--- config.mk ---
export PLATFORM = sky130hd
export DESIGN_NAME = ppg_hrs_div
export DESIGN_NICKNAME = d
export VERILOG_FILES = /design/src/rtl/ppg_heart_rate_spo2_estimator_unit_assert.svh /design/src/rtl/ppg_hrs_pkg.sv /design/src/rtl/ppg_hrs_div.sv
export SDC_FILE = /design/constraint.sdc
export NUM_CORES = 1
export LEC_CHECK = 0
export ABC_AREA = 1
export BUFFER_PORTS_ARGS = -buffer_cell sky130_fd_sc_hd__buf_2
export CAP_MARGIN = 25
export CORE_MARGIN = 2
export CORE_UTILIZATION = 30
export DETAILED_ROUTE_END_ITERATION = 10
export PLACE_DENSITY = 0.46
export SYNTH_ARGS = -nofsm -noshare
export SYNTH_HDL_FRONTEND = slang
export SYNTH_SLANG_ARGS = --single-unit
--- constraint.sdc ---
create_clock -name clk -period 2.6 [get_ports clk]
set_input_delay 0.52 -clock clk [delete_from_list [all_inputs] [get_ports clk]]
set_output_delay 0.52 -clock clk [all_outputs]
set_load 0.02 [all_outputs]
--- src/rtl/ppg_heart_rate_spo2_estimator_unit_assert.svh ---
// Assertion macros shared by the estimator RTL.
`ifndef PPG_HEART_RATE_SPO2_ESTIMATOR_UNIT_ASSERT_SVH
`define PPG_HEART_RATE_SPO2_ESTIMATOR_UNIT_ASSERT_SVH
`ifndef SYNTHESIS
`define PPG_ASSERT_IMPL(lbl, ante, cons, msg) \
  lbl: assert property (@(posedge clk) disable iff (!rst_n) (ante) |-> (cons)) \
    else $error(msg);
`define PPG_ASSERT_NEXT(lbl, ante, cons, msg) \
  lbl: assert property (@(posedge clk) disable iff (!rst_n) (ante) |=> (cons)) \
    else $error(msg);
`else
`define PPG_ASSERT_IMPL(lbl, ante, cons, msg)
`define PPG_ASSERT_NEXT(lbl, ante, cons, msg)
`endif
`endif

--- src/rtl/ppg_hrs_pkg.sv ---
package ppg_hrs_pkg;

  localparam int WINDOW_DEPTH_DEF = 100;
  localparam int SAMPLE_BITS_DEF  = 18;

  localparam int RATE_W    = 16;
  localparam int SAT_W     = 15;
  localparam int QUOT_BITS = 16;

  localparam int THRESH_RST    = 30000;
  localparam int RATE_HIST_RST = 19200;
  localparam int SAT_RST       = 24320;

  localparam int PEAK_SKIP = 10;
  localparam int GAP_MIN   = 25;
  localparam int GAP_MAX   = 150;

  // 60 s * 100 Hz * 256 (Q8.8)
  localparam int HR_NUM_K  = 1536000;
  localparam int HR_LOW    = 10240;
  localparam int HR_HIGH   = 35840;
  localparam int CAP_ADD   = 30720;
  localparam int CAP_MUL   = 19;
  localparam int CAP_DIV   = 20;
  localparam int AVG_DIV   = 5;

  localparam int SAT_MUL   = 9;
  localparam int SAT_DIV   = 10;
  localparam int SAT_MAX   = 25600;
  localparam int SAT_MIN   = 17920;
  localparam int SAT_BASE  = 26624;
  localparam int R_SLOPE   = 17;

  // Floor division by 5 as a multiply by ceil(2**22 / 5) and a shift; it is
  // exact for every numerator below 2**22.
  localparam int DIV5_MUL   = 838861;
  localparam int DIV5_SHIFT = 22;
  // Width of a smoothing numerator after its power-of-two prescale.
  localparam int AVG_W      = 19;

endpackage

--- src/rtl/ppg_hrs_div.sv ---
module ppg_hrs_div #(
  parameter int DIVIDEND_W = 45,
  parameter int DIVISOR_W  = 37,
  parameter int QUOT_W     = ppg_hrs_pkg::QUOT_BITS
) (
  input  logic                  clk,
  input  logic                  rst_n,
  input  logic                  start,
  input  logic [DIVIDEND_W-1:0] dividend,
  input  logic [DIVISOR_W-1:0]  divisor,
  output logic                  done,
  output logic [QUOT_W-1:0]     quotient
);
  import ppg_hrs_pkg::*;

  // The quotient must fit in QUOT_W bits; the caller guarantees it.
  localparam int CMP_W = DIVISOR_W + QUOT_W;
  localparam int CNT_W = $clog2(QUOT_W + 1);

  logic [DIVIDEND_W-1:0] rem_r;
  logic [CMP_W-1:0]      dsh_r;
  logic [QUOT_W-1:0]     quo_r;
  logic [CNT_W-1:0]      cnt_r;
  logic                  done_r;
  logic [CMP_W-1:0]      rem_ext;
  logic                  ge;

  assign rem_ext = CMP_W'(rem_r);
  assign ge      = rem_ext >= dsh_r;

  always_ff @(posedge clk) begin
    if (!rst_n) begin
      cnt_r  <= '0;
      done_r <= 1'b0;
    end else begin
      done_r <= 1'b0;
      if (start) begin
        cnt_r <= CNT_W'(QUOT_W);
      end else if (cnt_r != '0) begin
        cnt_r  <= cnt_r - 1'b1;
        done_r <= cnt_r == CNT_W'(1);
      end
    end
  end

  always_ff @(posedge clk) begin
    if (start) begin
      rem_r <= dividend;
      dsh_r <= CMP_W'(divisor) << (QUOT_W - 1);
      quo_r <= '0;
    end else if (cnt_r != '0) begin
      if (ge) begin
        rem_r <= DIVIDEND_W'(rem_ext - dsh_r);
      end
      dsh_r <= dsh_r >> 1;
      quo_r <= {quo_r[QUOT_W-2:0], ge};
    end
  end

  assign done     = done_r;
  assign quotient = quo_r;

endmodule

==> flow_summary.ini <==
[clocking]
h-tree-depth = 4
clockRootBuffer = clkbuf_16
cts_made_buffers = 17
clk_pin_slew_worst_paths_ns = 0.06
clk_latency_ns = 0.43
clock_path_buffers = 2
ctsHoldBuffers = 0
tritoncts = built
cts.sink_count = 119

[sta]
fin_crit_sh_pct = 92.1
fmax_mhz = 418
final.setup.tns_ns = 0
hold_violations = 0
finalCriticalPeriod_ns = 2.39
slew-limit-headroom_pct = 59.7
timing.hold.ws_ns = 0.315
final-max-slew-violation-count = 0
worst_slew_pin_slew_ns = 0.605
finalSetupViolCount = 0
clock_skew_ns = 0.00901
rsz0062_at_grt = no

[final_layout]
fill_cells = 3210
area_growth_pct = 18.6
final_cell_area_um2 = 10400
layout-drive-gt1-share_pct = 14.6
final_cells = 1791
antenna_cells = 0
nNetsFinal = 1528

[setup_path]
worstPathArrival_ns = 2.52
start_kind = register
critPathRequiredTime_ns = 2.73
reg2reg_to = rem_r[9]
crit_family = simple AND/OR/NAND/NOR gates
cp_cell_sequence = inv_1, ha_1, nand2_1, nor2_1, nand2_1, nor4_1, nand3_1, nand3_1, nand2_1, nand2_2, buf_12
worstSetupPathType = reg2reg
path_common_cell = nand2_1
slowest_delay_ns = 0.36
crit_path_end_kind = register
cp.buffers_inverters = 2
worstRegToRegCells = 11
critPathMaxFanout = 27
cp_slowest_cell = edfxtp_1
reg2reg_from = dsh_r[39]
reg2reg_setup_slack_ns = 0.21

[flow_run]
drv_cap = 0

[grt]
grt_pass1_wl_um = 41100
overflow = 0
grt_pass1_vias = 8056
track_usage_pct = 16.9
grt_max_degree = 80
grt_antenna_before_repair = 0

[synth]
async_flop_share_pct = 0
synth_seq_area_share_pct = 36.5
ys_types = 38
netlist.area_leader.share_pct = 28.0
synth_area_um2 = 8790
syn_inst = 1292
yosys.area.top_type = edfxtp_1
synth_seq_cells = 119
synth_nets = 1426
ys.flop_type = edfxtp_1
syn_avg_cell_area_um2 = 6.80
synthMostInstantiatedCell = nand2_1
synthTopCellsByArea = edfxtp_1, nand2_1, inv_1
synth_edf_count = 82
synth_warnings = 0
ys_top_cells_by_count = nand2_1, inv_1, nor2_1

[floorplanning]
initial_core_util_pct = 30.5
rows = 62
ios = 102
design.die.area_um2 = 30700
die_h_um = 175
die_x_um = 175
core_region_area_um2 = 28800

[route]
ant_nets = 0
wl_um = 25300
drc_errors = 0
top_layer_used = met4
drt-met1-wl_um = 12200
post_drt_via_cell_ratio = 4.49
wl_per_cell_um = 14.1
drtIter0Drc = 379
wl_met2_um = 12000
dr.pass1.iters = 5
wl_met3_um = 837
vias = 8037

[placement]
dp_cells = 1759
routabilityCongestion = 0.863
io_buffers = 101
dp_hpwl_um = 19700
placed_cell_area_um2 = 9790

[power]
ir_drop_mv = 0.471
totalPowerFinal_uw = 10500
leakage_uw = 0.00528
p_per_area_nw_per_um2 = 1010

[worst_hold_path]
hold_class = in2reg
hold_depth = 3
worstHoldStart = rst_n
min_delay_worst_endpoint = cnt_r[4]

[run_status]
status = completed
## per-stage QoR
| stage | setup WS, ns | util, % |
|---|---|---|
| floorplan | 0.112 | - |
| global placement | 0.190 | 34.0 |
| detailed placement | 0.160 | 34.0 |
| CTS | 0.136 | 36.2 |
| global route | 0.000172 | 36.2 |
| finish | 0.206 | 36.2 |
## logic make-up after synthesis
kind of cell             synth area share (%)
AND/OR/NAND/NOR                          34.3
buffers and inverters                    11.3
AO/OA/AOI/OAI                            9.41
flip-flops                               36.5
adder cells (fa/ha/maj)                  7.06
XOR/XNOR                                 1.50
## worst min-delay path: stages
cell and delay, ns:
buf_2 0.09, o31ai_1 0.06, inv_1 0.04
## worst max-delay path by stage
stage / startpoint / endpoint / slack [ns] / cells after the start
floorplan: rem_r[0] / rem_r[0] / 0.11 / 11
global route: dsh_r[18] / rem_r[41] / 0.0002 / 13
finish: dsh_r[39] / rem_r[9] / 0.21 / 11
detailed placement: rem_r[25] / rem_r[13] / 0.16 / 12
global placement: dsh_r[31] / rem_r[13] / 0.19 / 13
CTS: rem_r[25] / rem_r[9] / 0.14 / 12
## registers in the layout, summed over array words and instances, names as in the netlist
| signal | flops |
|---|---|
| quotient | 16 |
| dsh_r | 52 |
| done | 1 |
| rem_r | 45 |
| cnt_r | 5 |
## cell usage in the layout (no fill, tap or decap), types with 7 or more instances in the layout
cell type and instances:
edfxtp_1 82, inv_6 7, buf_4 9, ha_1 48, o21bai_1 10, xnor2_1 12, nor2_2 13, clkbuf_16 21
nand2_1 460, nor2_1 95, dfxtp_1 37, buf_2 100, nand4_1 7, or2_1 8, o21ai_0 68, o21ai_1 7
nand2_2 20, o31ai_1 12, inv_1 223, nand3_1 66, a21oi_1 44
## power by group
| part | leakage [uW] | internal (uW) | switching, uW |
|---|---|---|---|
| clock | 0.000307 | 1470 | 1020 |
| combinational | 0.00382 | 1820 | 3450 |
| sequential | 0.00115 | 2590 | 180 |
## layout make-up
type / count / area (um2) / area share [%]
Inverter: 225 / 845 / 8.11
Tap cell: 384 / 480 / 4.61
Clock inverter: 11 / 92.6 / 0.889
Sequential cell: 119 / 3200 / 30.7
Timing Repair Buffer: 114 / 668 / 6.41
Clock buffer: 21 / 526 / 5.04
Multi-Input combinational cell: 917 / 4600 / 44.2
## per-layer routing
layer	up-vias	global-route usage (%)
met4	0	3.68
met2	121	28.5
met3	22	2.79
met1	3633	22.7
met5	-	0
li1	4261	-
## what timing repair did
action | 4_1_cts | 5_1_grt
hold endpoints to repair | 0 | 0
setup buffers | 0 | 0
setup endpoints to repair | 0 | 27
resized for setup | 0 | 2
(Power assumes the default switching activity.)
